==> config.mk <==
export PLATFORM = sky130hd
export DESIGN_NAME = date_difference_days_flat
export DESIGN_NICKNAME = d
export VERILOG_FILES = /design/src/ddd_pkg.sv /design/src/ddd_channels.sv /design/src/ddd_day_count.sv /design/src/date_difference_days.sv /design/src/flat_wrapper.sv
export SDC_FILE = /design/constraint.sdc
export NUM_CORES = 1
export LEC_CHECK = 0
export ABC_CLOCK_PERIOD_IN_PS = 11190
export BUFFER_PORTS_ARGS = -buffer_cell sky130_fd_sc_hd__buf_2
export CAP_MARGIN = 20
export CORE_MARGIN = 1
export CORE_UTILIZATION = 35
export DETAILED_ROUTE_END_ITERATION = 7
export HOLD_SLACK_MARGIN = 0.08
export MAX_ROUTING_LAYER = met4
export PLACE_DENSITY = 0.62
export SYNTH_ARGS = -nofsm -noshare
export SYNTH_HDL_FRONTEND = slang
export SYNTH_HIERARCHICAL = 1
export SYNTH_SLANG_ARGS = --single-unit
==> constraint.sdc <==
create_clock -name clock -period 11.19 [get_ports clock]
set_input_delay 2.238 -clock clock [delete_from_list [all_inputs] [get_ports clock]]
set_output_delay 2.238 -clock clock [all_outputs]
set_load 0.02 [all_outputs]
==> src/ddd_pkg.sv <==
// ----------------------------------------------------------------------------
// ddd_pkg
// Types, widths and constants shared by the date difference pipeline.
// ----------------------------------------------------------------------------
package ddd_pkg;

   localparam int YEAR_W   = 14;
   localparam int MONTH_W  = 4;
   localparam int DAY_W    = 5;
   localparam int DIFF_W   = 23;
   localparam int COUNT_W  = 23;
   localparam int CENT_W   = 8;
   localparam int QUAD_W   = 13;
   localparam int ERA_W    = 6;
   localparam int DOY_W    = 9;
   localparam int SUM_W    = YEAR_W + 1;
   localparam int PROD_W   = 2 * SUM_W;
   localparam int RECIP_SHIFT = 21;

   // ceil(2^21 / 100), exact for sums below 2^15
   localparam logic [SUM_W-1:0] RECIP_100 = 15'd20972;
   localparam logic [SUM_W-1:0] CENT_ROUND = 15'd99;
   localparam logic [SUM_W-1:0] QUAD_ROUND = 15'd3;

   localparam logic [MONTH_W-1:0] MONTH_FEB = 4'd2;
   localparam logic [MONTH_W-1:0] MONTH_DEC = 4'd12;

   localparam logic [DIFF_W-1:0] DIFF_MAX = 23'h3f_ffff;
   localparam logic [DIFF_W-1:0] DIFF_MIN = 23'h40_0000;

   typedef struct packed {
      logic [YEAR_W-1:0]  year;
      logic [MONTH_W-1:0] month;
      logic [DAY_W-1:0]   day;
   } date_type;

   // days before the month; month zero counts nothing
   function automatic logic [DOY_W-1:0] days_before(input logic [MONTH_W-1:0] month);
      logic [DOY_W-1:0] days;
      case (month)
         4'd2:    days = 9'd31;
         4'd3:    days = 9'd59;
         4'd4:    days = 9'd90;
         4'd5:    days = 9'd120;
         4'd6:    days = 9'd151;
         4'd7:    days = 9'd181;
         4'd8:    days = 9'd212;
         4'd9:    days = 9'd243;
         4'd10:   days = 9'd273;
         4'd11:   days = 9'd304;
         4'd12:   days = 9'd334;
         default: days = 9'd0;
      endcase
      return days;
   endfunction

endpackage

==> src/ddd_channels.sv <==
// ----------------------------------------------------------------------------
// ddd channels
// Valid/ready channels for date pairs and day differences.
// ----------------------------------------------------------------------------
interface ddd_req_if;
   logic                         valid;
   logic                         ready;
   logic [ddd_pkg::YEAR_W-1:0]   first_year;
   logic [ddd_pkg::MONTH_W-1:0]  first_month;
   logic [ddd_pkg::DAY_W-1:0]    first_day;
   logic [ddd_pkg::YEAR_W-1:0]   second_year;
   logic [ddd_pkg::MONTH_W-1:0]  second_month;
   logic [ddd_pkg::DAY_W-1:0]    second_day;

   modport source (
      output valid, first_year, first_month, first_day,
             second_year, second_month, second_day,
      input  ready
   );
   modport sink (
      input  valid, first_year, first_month, first_day,
             second_year, second_month, second_day,
      output ready
   );
endinterface

interface ddd_rsp_if;
   logic                               valid;
   logic                               ready;
   logic signed [ddd_pkg::DIFF_W-1:0]  day_difference;

   modport source (output valid, day_difference, input ready);
   modport sink (input valid, day_difference, output ready);
endinterface

==> src/ddd_day_count.sv <==
// ----------------------------------------------------------------------------
// ddd_day_count
// Four-stage pipeline from a date to its absolute day count since year 0.
// ----------------------------------------------------------------------------
module ddd_day_count #(
   parameter int MAX_YEAR = 9999
) (
   input  logic                          clock,
   input  logic                          enable,
   input  ddd_pkg::date_type             date,
   output logic [ddd_pkg::COUNT_W-1:0]   count
);

   localparam int YW = ddd_pkg::YEAR_W;
   localparam int SW = ddd_pkg::SUM_W;
   localparam int CW = ddd_pkg::COUNT_W;
   localparam logic [YW+2:0] MaxYearWide  = (YW+3)'(MAX_YEAR);
   localparam logic [YW-1:0] MaxYearClamp = YW'(MAX_YEAR);

   // stage 1: clamp
   logic [YW-1:0]                  year1_ff, year1_in;
   logic [ddd_pkg::MONTH_W-1:0]    month1_ff, month1_in;
   logic [ddd_pkg::DAY_W-1:0]      day1_ff;

   always_comb begin
      year1_in  = ({3'b000, date.year} > MaxYearWide) ? MaxYearClamp : date.year;
      month1_in = (date.month > ddd_pkg::MONTH_DEC) ? ddd_pkg::MONTH_DEC : date.month;
   end

   always_ff @(posedge clock) begin
      if (enable) begin
         year1_ff  <= year1_in;
         month1_ff <= month1_in;
         day1_ff   <= date.day;
      end
   end

   // stage 2: centuries by reciprocal multiply
   logic [SW-1:0]                  cent_sum;
   logic [ddd_pkg::PROD_W-1:0]     cent_prod;
   logic [ddd_pkg::CENT_W-1:0]     cent2_ff, cent2_in;
   logic [YW-1:0]                  year2_ff;
   logic [ddd_pkg::MONTH_W-1:0]    month2_ff;
   logic [ddd_pkg::DAY_W-1:0]      day2_ff;

   always_comb begin
      cent_sum  = {1'b0, year1_ff} + ddd_pkg::CENT_ROUND;
      cent_prod = ddd_pkg::PROD_W'(cent_sum) * ddd_pkg::PROD_W'(ddd_pkg::RECIP_100);
      cent2_in  = cent_prod[ddd_pkg::RECIP_SHIFT +: ddd_pkg::CENT_W];
   end

   always_ff @(posedge clock) begin
      if (enable) begin
         cent2_ff  <= cent2_in;
         year2_ff  <= year1_ff;
         month2_ff <= month1_ff;
         day2_ff   <= day1_ff;
      end
   end

   // stage 3: year days, leap correction, day of year
   logic [CW-1:0]                  years3_ff, years3_in;
   logic [ddd_pkg::QUAD_W-1:0]     corr3_ff, corr3_in;
   logic [ddd_pkg::DOY_W-1:0]      doy3_ff, doy3_in;
   logic [ddd_pkg::QUAD_W-1:0]     quads;
   logic [ddd_pkg::ERA_W-1:0]      eras;
   logic [SW-1:0]                  cent_back;
   logic                           is_cent;
   logic                           is_leap;

   always_comb begin
      years3_in = (CW'(year2_ff) << 8) + (CW'(year2_ff) << 6) + (CW'(year2_ff) << 5)
                + (CW'(year2_ff) << 3) + (CW'(year2_ff) << 2) + CW'(year2_ff);
      quads     = ddd_pkg::QUAD_W'(({1'b0, year2_ff} + ddd_pkg::QUAD_ROUND) >> 2);
      eras      = ddd_pkg::ERA_W'(({1'b0, cent2_ff} + 9'd3) >> 2);
      corr3_in  = quads + ddd_pkg::QUAD_W'(eras) - ddd_pkg::QUAD_W'(cent2_ff);
      cent_back = (SW'(cent2_ff) << 6) + (SW'(cent2_ff) << 5) + (SW'(cent2_ff) << 2);
      is_cent   = (cent_back == {1'b0, year2_ff});
      is_leap   = (year2_ff[1:0] == 2'b00) && (!is_cent || (cent2_ff[1:0] == 2'b00));
      doy3_in   = ddd_pkg::days_before(month2_ff) + ddd_pkg::DOY_W'(day2_ff)
                + ddd_pkg::DOY_W'(is_leap && (month2_ff > ddd_pkg::MONTH_FEB));
   end

   always_ff @(posedge clock) begin
      if (enable) begin
         years3_ff <= years3_in;
         corr3_ff  <= corr3_in;
         doy3_ff   <= doy3_in;
      end
   end

   // stage 4: total
   logic [CW-1:0] count4_ff, count4_in;

   assign count4_in = years3_ff + CW'(corr3_ff) + CW'(doy3_ff);

   always_ff @(posedge clock) begin
      if (enable) begin
         count4_ff <= count4_in;
      end
   end

   assign count = count4_ff;

endmodule

==> src/date_difference_days.sv <==
// ----------------------------------------------------------------------------
// date_difference_days
// Signed day difference between two Gregorian dates, first minus second.
//
// One transaction is accepted every clock cycle unless the result side stalls,
// and it passes through the six register stages: clamp, century reciprocal
// multiply, year and day-of-year terms, day count, subtraction and
// saturation. A stall on the result side freezes every stage together.
// Years above MAX_YEAR are clamped, months above twelve count as December,
// day values are taken as given, and the result saturates to 23 bits.
// ----------------------------------------------------------------------------
module date_difference_days #(
   parameter int MAX_YEAR = 9999
) (
   input  logic      clock,
   input  logic      reset,
   ddd_req_if.sink   req_bus,
   ddd_rsp_if.source rsp_bus
);

   localparam int STAGES = 6;
   localparam int CW     = ddd_pkg::COUNT_W;
   localparam int DW     = ddd_pkg::DIFF_W;

   logic                  enable;
   logic [STAGES-1:0]     valid_ff, valid_in;
   ddd_pkg::date_type     first_date, second_date;
   logic [CW-1:0]         first_count, second_count;
   logic [DW:0]           diff5_ff, diff5_in;
   logic [DW-1:0]         result6_ff, result6_in;

   assign enable        = !valid_ff[STAGES-1] || rsp_bus.ready;
   assign req_bus.ready = enable;

   assign first_date  = '{year: req_bus.first_year, month: req_bus.first_month,
                          day: req_bus.first_day};
   assign second_date = '{year: req_bus.second_year, month: req_bus.second_month,
                          day: req_bus.second_day};

   ddd_day_count #(.MAX_YEAR(MAX_YEAR)) u_first_count (
      .clock  (clock),
      .enable (enable),
      .date   (first_date),
      .count  (first_count)
   );

   ddd_day_count #(.MAX_YEAR(MAX_YEAR)) u_second_count (
      .clock  (clock),
      .enable (enable),
      .date   (second_date),
      .count  (second_count)
   );

   assign valid_in = {valid_ff[STAGES-2:0], req_bus.valid};

   always_ff @(posedge clock) begin
      if (reset) begin
         valid_ff <= '0;
      end else if (enable) begin
         valid_ff <= valid_in;
      end
   end

   // subtract, then saturate when the two top bits disagree
   assign diff5_in = {1'b0, first_count} - {1'b0, second_count};

   always_comb begin
      if (diff5_ff[DW] != diff5_ff[DW-1]) begin
         result6_in = diff5_ff[DW] ? ddd_pkg::DIFF_MIN : ddd_pkg::DIFF_MAX;
      end else begin
         result6_in = diff5_ff[DW-1:0];
      end
   end

   always_ff @(posedge clock) begin
      if (enable) begin
         diff5_ff   <= diff5_in;
         result6_ff <= result6_in;
      end
   end

   assign rsp_bus.valid          = valid_ff[STAGES-1];
   assign rsp_bus.day_difference = result6_ff;

endmodule

==> src/flat_wrapper.sv <==
// flat-port wrapper written by rule: the top's interface ports become plain ports
module date_difference_days_flat 
#(
   parameter int MAX_YEAR = 9999
)
  (clock, reset, req_bus_valid, req_bus_first_year, req_bus_first_month, req_bus_first_day, req_bus_second_year, req_bus_second_month, req_bus_second_day, req_bus_ready, rsp_bus_valid, rsp_bus_day_difference, rsp_bus_ready);
  ddd_req_if req_bus_i ();
  ddd_rsp_if rsp_bus_i ();
  input  logic clock;
  input  logic reset;
  input wire logic [$bits(req_bus_i.valid)-1:0] req_bus_valid;
  input wire logic [$bits(req_bus_i.first_year)-1:0] req_bus_first_year;
  input wire logic [$bits(req_bus_i.first_month)-1:0] req_bus_first_month;
  input wire logic [$bits(req_bus_i.first_day)-1:0] req_bus_first_day;
  input wire logic [$bits(req_bus_i.second_year)-1:0] req_bus_second_year;
  input wire logic [$bits(req_bus_i.second_month)-1:0] req_bus_second_month;
  input wire logic [$bits(req_bus_i.second_day)-1:0] req_bus_second_day;
  output wire logic [$bits(req_bus_i.ready)-1:0] req_bus_ready;
  output wire logic [$bits(rsp_bus_i.valid)-1:0] rsp_bus_valid;
  output wire logic [$bits(rsp_bus_i.day_difference)-1:0] rsp_bus_day_difference;
  input wire logic [$bits(rsp_bus_i.ready)-1:0] rsp_bus_ready;
  assign req_bus_i.valid = req_bus_valid;
  assign req_bus_i.first_year = req_bus_first_year;
  assign req_bus_i.first_month = req_bus_first_month;
  assign req_bus_i.first_day = req_bus_first_day;
  assign req_bus_i.second_year = req_bus_second_year;
  assign req_bus_i.second_month = req_bus_second_month;
  assign req_bus_i.second_day = req_bus_second_day;
  assign req_bus_ready = req_bus_i.ready;
  assign rsp_bus_valid = rsp_bus_i.valid;
  assign rsp_bus_day_difference = rsp_bus_i.day_difference;
  assign rsp_bus_i.ready = rsp_bus_ready;
  date_difference_days #(.MAX_YEAR(MAX_YEAR)) u_core (.clock(clock), .reset(reset), .req_bus(req_bus_i), .rsp_bus(rsp_bus_i));
endmodule
Yosys cells after proc, flatten, opt, wreduce, memory -nomap -nowiden
Memories as Yosys holds them, arrays and structs flattened. A register that Yosys moved wholly into a read port is not among the register bits. Cells that the tools add are included.

Bits in registers: 297. Memory bits (read-only): 288. Input port bits: 50. Output and inout bits: 25. Word-level logic and storage cells: 89. Memories: 2.

$add $sub $neg: 33. $mul: 2. Order comparisons: 6. Equality and inequality tests: 3. Multiplexer cells: 4. Reductions and logical operators: 14.

Memory list: (name not given) (words 16, bits a word 9, read ports 1, clocked after memory_dff 1, write ports 0, line ddd_pkg.sv:40) `case (month)`; (name not given) (words 16, bits a word 9, read ports 1, clocked after memory_dff 1, write ports 0, line ddd_pkg.sv:40).

Operator list (count): $mul A15 B13 Y27 const B (2); $add A22 B20 Y23 (2); $add A23 B13 Y23 (2); $add A23 B14 Y23 (2); $add A23 B16 Y23 (2); $add A23 B17 Y23 (2); $add A23 B19 Y23 (2); $add A23 B9 Y23 (2); $mux W23 (2); $add A14 B13 Y15 (2); $add A14 B2 Y15 const B (2); $add A14 B7 Y15 const B (2); $add A15 B10 Y15 (2); $eq A15 B14 Y1 (2); $gt A14 B14 Y1 const B (2); $add A13 B6 Y13 (2); $sub A13 B8 Y13 (2); $sub A23 B23 Y24 (1); $add A9 B1 Y9 (2); $add A9 B5 Y9 (2); $add A8 B2 Y8 const B (2); $gt A4 B2 Y1 const B (2); $gt A4 B4 Y1 const B (2); $logic_not A2 Y1 (4); other kinds (5) (13).

Logic depth before layout (Yosys ltp)
Gate-level depths: netlist of the first run.

Word-level depth: 8. Depth in mapped cells: 25. Mapped depth without buffers: 25.

Hierarchy
Netlist of the first run, hierarchy kept.

By module, submodules not included: ddd_day_count (u_core.u_second_count) (instances 1, cells an instance 1194, area an instance 13081.3 um^2, sequential area each 3843.7 um^2); ddd_day_count (u_core.u_first_count) (instances 1, cells an instance 1195, area an instance 13045.0 um^2, sequential area each 3843.7 um^2); date_difference_days (instances 1, cells an instance 304, area an instance 3160.5 um^2, sequential area each 1531.5 um^2).

Least setup slack after synthesis of the first run
No wires, ideal clock.

Path kind: in2out. From: in rsp_bus_ready. To: out req_bus_ready. Arrival: 8.150 ns. Required time: 8.952 ns. Slack: 0.802 ns. Stages: 2. Path buffers: 0. Cell sequence: nor2b_1 inv_1.

Word-level cells in the longest chain between the ends: 1.

RTL lines: from (decl) (line flat_wrapper.sv:21) `input wire logic [$bits(rsp_bus_i.ready)-1:0] rsp_bus_ready;`; $logic_or A1 B1 Y1 (line date_difference_days.sv:32) `assign enable = !valid_ff[STAGES-1] || rsp_bus.ready;`; to (decl) (line flat_wrapper.sv:18) `output wire logic [$bits(req_bus_i.ready)-1:0] req_bus_ready;`.

No other way between the ends.

Worst setup path in the final report of the first run
From: reg u_core.u_first_count.year1_ff[0]. To: reg u_core/u_first_count/cent2_ff[6] in the netlist's numbering, data pin.

Word-level cells in the longest chain between the ends: 2.

RTL lines: from (decl) (line ddd_day_count.sv:21) `logic [YW-1:0] year1_ff, year1_in;`; from (signal assigned) (line ddd_day_count.sv:32) `year1_ff <= year1_in;`; $add A14 B7 Y15 (line ddd_day_count.sv:47) `cent_sum = {1'b0, year1_ff} + ddd_pkg::CENT_ROUND;`; $mul A15 B13 Y27 (line ddd_day_count.sv:48) `cent_prod = ddd_pkg::PROD_W'(cent_sum) * ddd_pkg::PROD_W'(ddd_pkg::RECIP_100);`; named net u_core.u_first_count.cent_prod (one bit) (line ddd_day_count.sv:40) `logic [ddd_pkg::PROD_W-1:0] cent_prod;`; to (signal assigned) (line ddd_day_count.sv:54) `cent2_ff <= cent2_in;`; to (decl) (line ddd_day_count.sv:41) `logic [ddd_pkg::CENT_W-1:0] cent2_ff, cent2_in;`.

The timed path passes the listed nets, and every way through them passes these cells. A chain may end at the register's enable or synchronous reset.

==> results of run 1 <==
==> cells in the mapped netlist, types with 33 or more instances <==
master and instances:
a21oi_1 121, o21ai_0 72, nor2_1 110, xor2_1 80
inv_1 501, a21o_1 88, nand2_1 113, ha_1 439
nor2b_1 33, edfxtp_1 291, fa_1 251, nand3_1 48
xnor2_1 178
==> worst paths after layout <==
path | endpoint | slack (ns) | depth (start not counted)
worst min register to register | u_core/u_second_count/day2_ff[2]$_DFFE_PP_ | 0.42 | 0
worst max register to register | u_core/u_first_count/cent2_ff[6]$_DFFE_PP_ | 4.05 | 23
worst max-delay path | u_core/u_first_count/cent2_ff[6]$_DFFE_PP_ | 4.05 | 23
worst min-delay path | u_core/u_second_count/day2_ff[2]$_DFFE_PP_ | 0.42 | 0
==> layer usage <==
layer	global-route usage (%)	vias to the layer above
li1	-	9260
met1	18.8	8707
met2	23.1	216
met3	1.48	69
met4	3.96	0
met5	-	-
==> layout make-up <==
cell class / instances / area (µm²)
fill: 8103 / 50300
multi-input combinational: 1853 / 18100
sequential: 315 / 9220
inverter: 501 / 1890
tap: 1070 / 1340
clock buffer: 45 / 1020
timing repair buffer: 79 / 430
clock inverter: 24 / 241
==> cell families (layout without fill, tap and decap cells) <==
group	after synthesis	after routing	synth area share, %
compound gates	420	420	9.50
simple gates	466	466	7.95
flops	315	315	31.5
buf+inv	525	649	6.73
xor+xnor	260	260	7.83
fa+ha+maj	690	690	35.9
mux	17	17	0.594
==> critical path: stages, from the launching register on <==
cell and delay (ns):
edfxtp_1 0.43, inv_1 0.14, ha_1 0.30, o21ai_0 0.62, nand2_1 0.15, xor2_1 0.58
inv_1 0.24, xnor2_1 0.18, ha_1 0.20, o21bai_1 0.15, ha_1 0.29, inv_1 0.04
fa_1 0.47, fa_1 0.52, fa_1 0.55, inv_1 0.04, ha_1 0.34, a21o_1 0.17
a21oi_1 0.26, a21oi_1 0.11, a2111oi_0 0.60, a21oi_1 0.19, a21oi_1 0.21, xnor2_1 0.08
==> registers in the layout, summed over array words and instances (netlist names), 13 cells and up, named ones only <==
name and flops:
u_core/diff5_ff 24, u_core/u_first_count/year1_ff 14, u_core/u_second_count/count 23, u_core/u_second_count/year1_ff 14, u_core/u_second_count/year2_ff 14, u_core/u_first_count/years3_ff 23
u_core/u_first_count/year2_ff 14, u_core/u_second_count/years3_ff 23, u_core/u_second_count/corr3_ff 13, u_core/u_first_count/count 23, u_core/u_first_count/corr3_ff 13, u_core/rsp_bus.day_difference 23
==> per-stage QoR <==
step / area, µm² / instances / setup slack [ns] / hold WS (ns) / util [%]
2_1_floorplan: 29300 / 2693 / 0.802 / 0.400 / -
3_3_place_gp: 31000 / 3817 / 4.23 / 0.403 / 37.5
3_5_place_dp: 31000 / 3817 / 4.15 / 0.407 / 37.5
4_1_cts: 32200 / 3886 / 4.14 / 0.421 / 39.1
5_1_grt: 32200 / 3887 / 3.60 / 0.424 / 39.1
6_report: 32200 / 3887 / 4.05 / 0.417 / 39.1
==> impl_metrics.yaml, run 1 <==
clock_network:
  clk_pin_slew_ns: 0.06
  cts_setup_buffers: 0
  hold_buffers: 0
  h-tree-depth: 2
  insertion_delay_ns: 0.58
  cts_buffers: 39
  cts_num_sinks: 315
  clk_path_buf_depth: 3
  cts_root_buffer: "clkbuf_16"
  cts_repair_resize_count: 0
  cts_tree: "yes"
routing:
  met3_length_mm: 1.68
  dr.max_layer_used: "met4"
  routed_wl_mm: 56.9
  firstDrtPassIters: 5
  vias: 18300
  vias_per_cell: 4.70
  wl_met1_mm: 27.5
  first_iter_violations: 712
  drc: 0
  wl_per_cell_um: 14.6
  wl_met2_mm: 26.4
  ant_nets: 0
yosys:
  syn-num-nets: 3433
  synth.area.top_cells: "edfxtp_1 30%, ha_1 19%, fa_1 17%, inv_1 6.4%, xnor2_1 5.3%"
  synth_top_cell_by_area: "edfxtp_1"
  yosys.area.top_type_share_pct: 29.8
  ys_async_sr_fraction_pct: 0
  synth_edf_count: 291
  synthDistinctLibCells: 76
  synthCells: 2693
  avgSynthCellArea_um2: 10.9
  syn_area_mm2: 0.0293
  ys_seq_elements: 315
  yosysSeqAreaShare_pct: 31.5
  yosysWarnings: 6
  synth_flop_cell: "edfxtp_1"
global_routing:
  overflow: 0
  grt_pass1_wl_mm: 95.5
  grt_pass1_vias: 18800
  gr-usage-all-layers_pct: 14.2
  grt_max_degree: 147
  antenna_found_initial: 2
worst_setup_path:
  r2r_start: "u_core/u_first_count/year1_ff[0]$_SDFFCE_PN1P_"
  crit_start: "u_core/u_first_count/year1_ff[0]$_SDFFCE_PN1P_"
  critPathLaunchType: "register"
  cp.arrival_ns: 7.44
  cp_max_fo: 6
  crit_required_ns: 11.49
  worstSetupPathType: "reg2reg"
  crit_path_end_kind: "register"
sta:
  tightest_slew_ns: 1.01
  slew_violations: 0
  relSlewSlack_pct: 32.1
  fin_crit_ns: 7.14
  grt_setup_unrepaired: "no"
  setup_tns_ns: 0
  finClkSkew_ns: 0.0297
  min_period_over_period_pct: 63.8
  hold_viol_final: 0
  max_freq_ghz: 0.140
  setup_violations: 0
finish:
  antenna_cells: 0
  final_common_cell: "inv_1"
  nets: 3529
  mostFrequentLayoutCells: "500 x inv_1, 439 x ha_1, 291 x edfxtp_1"
  area_growth_pct: 10.1
  drive_gt1_share_pct: 6.21
die:
  io_pins: 75
  start_util_pct: 35.5
  core_area_mm2: 0.0825
  die-area_mm2: 0.0848
  die_h_um: 291
  num_rows: 105
  fp.dieW_um: 291
run:
  maxCapViolCount: 0
placed_design:
  hpwl_mm: 46.2
  place_congestion: 0.875
  portBuffers: 74
hold_path:
  hold_start: "u_core/u_second_count/day1_ff[2]$_DFFE_PP_"
  hp-class: "reg2reg"
outcome:
  status: "finished, final reports clean"
Power of run 1 is left out: the tool's default activity adds up to more than one toggle a clock period on the data nets, which glitch-free logic cannot reach.
==> run 2, diff against run 1 <==
- ABC_CLOCK_PERIOD_IN_PS: 11190 -> 6900
- clock period: 11.19 -> 6.9 ns (I/O delays scaled with it)
==> run 2 against run 1 <==
  * Sequential share of layout area fell by 0.21 points
  * Die area unchanged
  * Setup slack worse by 3.6 ns
  * Critical path depth rose by 2
  * Hold slack lost 0.00084 ns
  * First-iteration DRC count grew 13%
==> impl_metrics.yaml, run 2 (synthesis results as in run 1) <==
outcome:
  status: "finished, final reports clean"
finish:
  stdcell_area_mm2: 0.0325
  antenna_cells: 0
  regMostFlops: "u_core/diff5_ff"
  area_growth_pct: 10.9
  drive_gt1_share_pct: 6.60
  mostFrequentLayoutCells: "500 x inv_1, 439 x ha_1, 291 x edfxtp_1"
  largest_reg_flops: 24
  nets: 3543
  final_common_cell: "inv_1"
die:
  io_pins: 75
  start_util_pct: 35.5
  fp.dieW_um: 291
  die_h_um: 291
  core_area_mm2: 0.0825
  num_rows: 105
  die-area_mm2: 0.0848
global_routing:
  antenna_found_initial: 0
  grt_pass1_vias: 18800
  grt_max_degree: 106
  overflow: 0
  gr-usage-all-layers_pct: 14.3
  grt_pass1_wl_mm: 95.9
clock_network:
  cts_num_sinks: 315
  insertion_delay_ns: 0.56
  cts_buffers: 39
  cts_root_buffer: "clkbuf_16"
  clk_pin_slew_ns: 0.06
  clk_path_buf_depth: 3
  cts_tree: "yes"
  h-tree-depth: 2
  cts_setup_buffers: 0
sta:
  tightest_slew_ns: 0.885
  grt_setup_unrepaired: "no"
  layout_setup_ws_ns: 0.464
  min_period_over_period_pct: 93.3
  whs_ns: 0.416
  slew_violations: 0
  relSlewSlack_pct: 40.5
  setup_violations: 0
  fin_crit_ns: 6.44
  finClkSkew_ns: 0.0190
  setup_tns_ns: 0
  hold_viol_final: 0
  max_freq_ghz: 0.155
routing:
  vias: 18300
  routed_wl_mm: 57.4
  wl_per_cell_um: 14.7
  vias_per_cell: 4.69
  first_iter_violations: 808
  drc: 0
  ant_nets: 0
  firstDrtPassIters: 5
worst_setup_path:
  worstSetupPathType: "reg2reg"
  cp.arrival_ns: 6.74
  ff2ff_setup_slack_ns: 0.46
  timing.rr.end: "u_core/u_second_count/cent2_ff[5]$_DFFE_PP_"
  crit_path_end_kind: "register"
  crit_required_ns: 7.20
  r2r_cells: 25
  worst_path_largest_cell_delay_ns: 0.53
  r2r_start: "u_core/u_second_count/year1_ff[0]$_SDFFCE_PN1P_"
  slowest_stage: "fa_1"
  critPathLaunchType: "register"
  cp_max_fo: 6
  cp_common_cell: "inv_1"
hold_path:
  hold_end: "u_core/u_second_count/day2_ff[4]$_DFFE_PP_"
  hold_start: "u_core/u_second_count/day1_ff[4]$_DFFE_PP_"
  hp-class: "reg2reg"
  min_path_cells: 0
run:
  maxCapViolCount: 0
placed_design:
  portBuffers: 74
  hpwl_mm: 47.2
  placed_area_mm2: 0.0311
  place_ws_ns: 0.384
  place_congestion: 0.887
==> run 2: final cells by class <==
cell class | count | area, µm²
timing repair buffer | 93 | 536
clock inverter | 17 | 258
tap | 1070 | 1340
sequential | 315 | 9220
multi-input combinational | 1853 | 18200
fill | 7957 | 50000
inverter | 501 | 1880
clock buffer | 53 | 1070
==> run 2: through the flow <==
step | util [%] | std cells
6_report | 39.4 | 3902
2_1_floorplan | - | 2693
5_1_grt | 39.4 | 3902
4_1_cts | 39.3 | 3901
3_3_place_gp | 37.7 | 3831
3_5_place_dp | 37.7 | 3831
==> run 2: how the worst max path moves through the flow <==
stage	from	end	slack (ns)	cells after the start
final	u_core/u_second_count/year1_ff[0]$_SDFFCE_PN1P_	u_core/u_second_count/cent2_ff[5]$_DFFE_PP_	0.46	25
after global routing	u_core/u_second_count/year1_ff[0]$_SDFFCE_PN1P_	u_core/u_second_count/cent2_ff[5]$_DFFE_PP_	0.008	23
after CTS	u_core/u_first_count/year1_ff[0]$_SDFFCE_PN1P_	u_core/u_first_count/cent2_ff[7]$_DFFE_PP_	0.35	23
after detailed placement	u_core/u_first_count/year1_ff[0]$_SDFFCE_PN1P_	u_core/u_first_count/cent2_ff[7]$_DFFE_PP_	0.38	23
after global placement	u_core/u_first_count/year1_ff[0]$_SDFFCE_PN1P_	u_core/u_first_count/cent2_ff[7]$_DFFE_PP_	0.44	23
after floorplan	rsp_bus_ready	register	0.01	8
==> run 2: worst max-delay path: cells and delay by family, from the launching register on <==
family / cells / cell delay, ns
xor gates and xnor gates: 3 / 0.70
and+or+nand+nor: 1 / 0.07
AOI/OAI and AO/OA: 7 / 1.46
DFF: 1 / 0.46
buffers and inverters: 7 / 0.80
adders and majority gates: 7 / 2.70
==> run 2: what timing repair did <==
| item | CTS | global route |
|---|---|---|
| endpoints found under the setup margin | 0 | 2 |
| hold buffers | 0 | 0 |
| resized for setup | 0 | 2 |
==> run 2: routing by layer <==
layer,wire (µm),global-route usage (%),vias to the layer above
li1,-,-,9294
met1,28000,19.0,8712
met2,26400,23.1,210
met3,1780,1.77,84
met4,1330,3.82,0
met5,0,-,-
Power of run 2 is left out for the same reason.
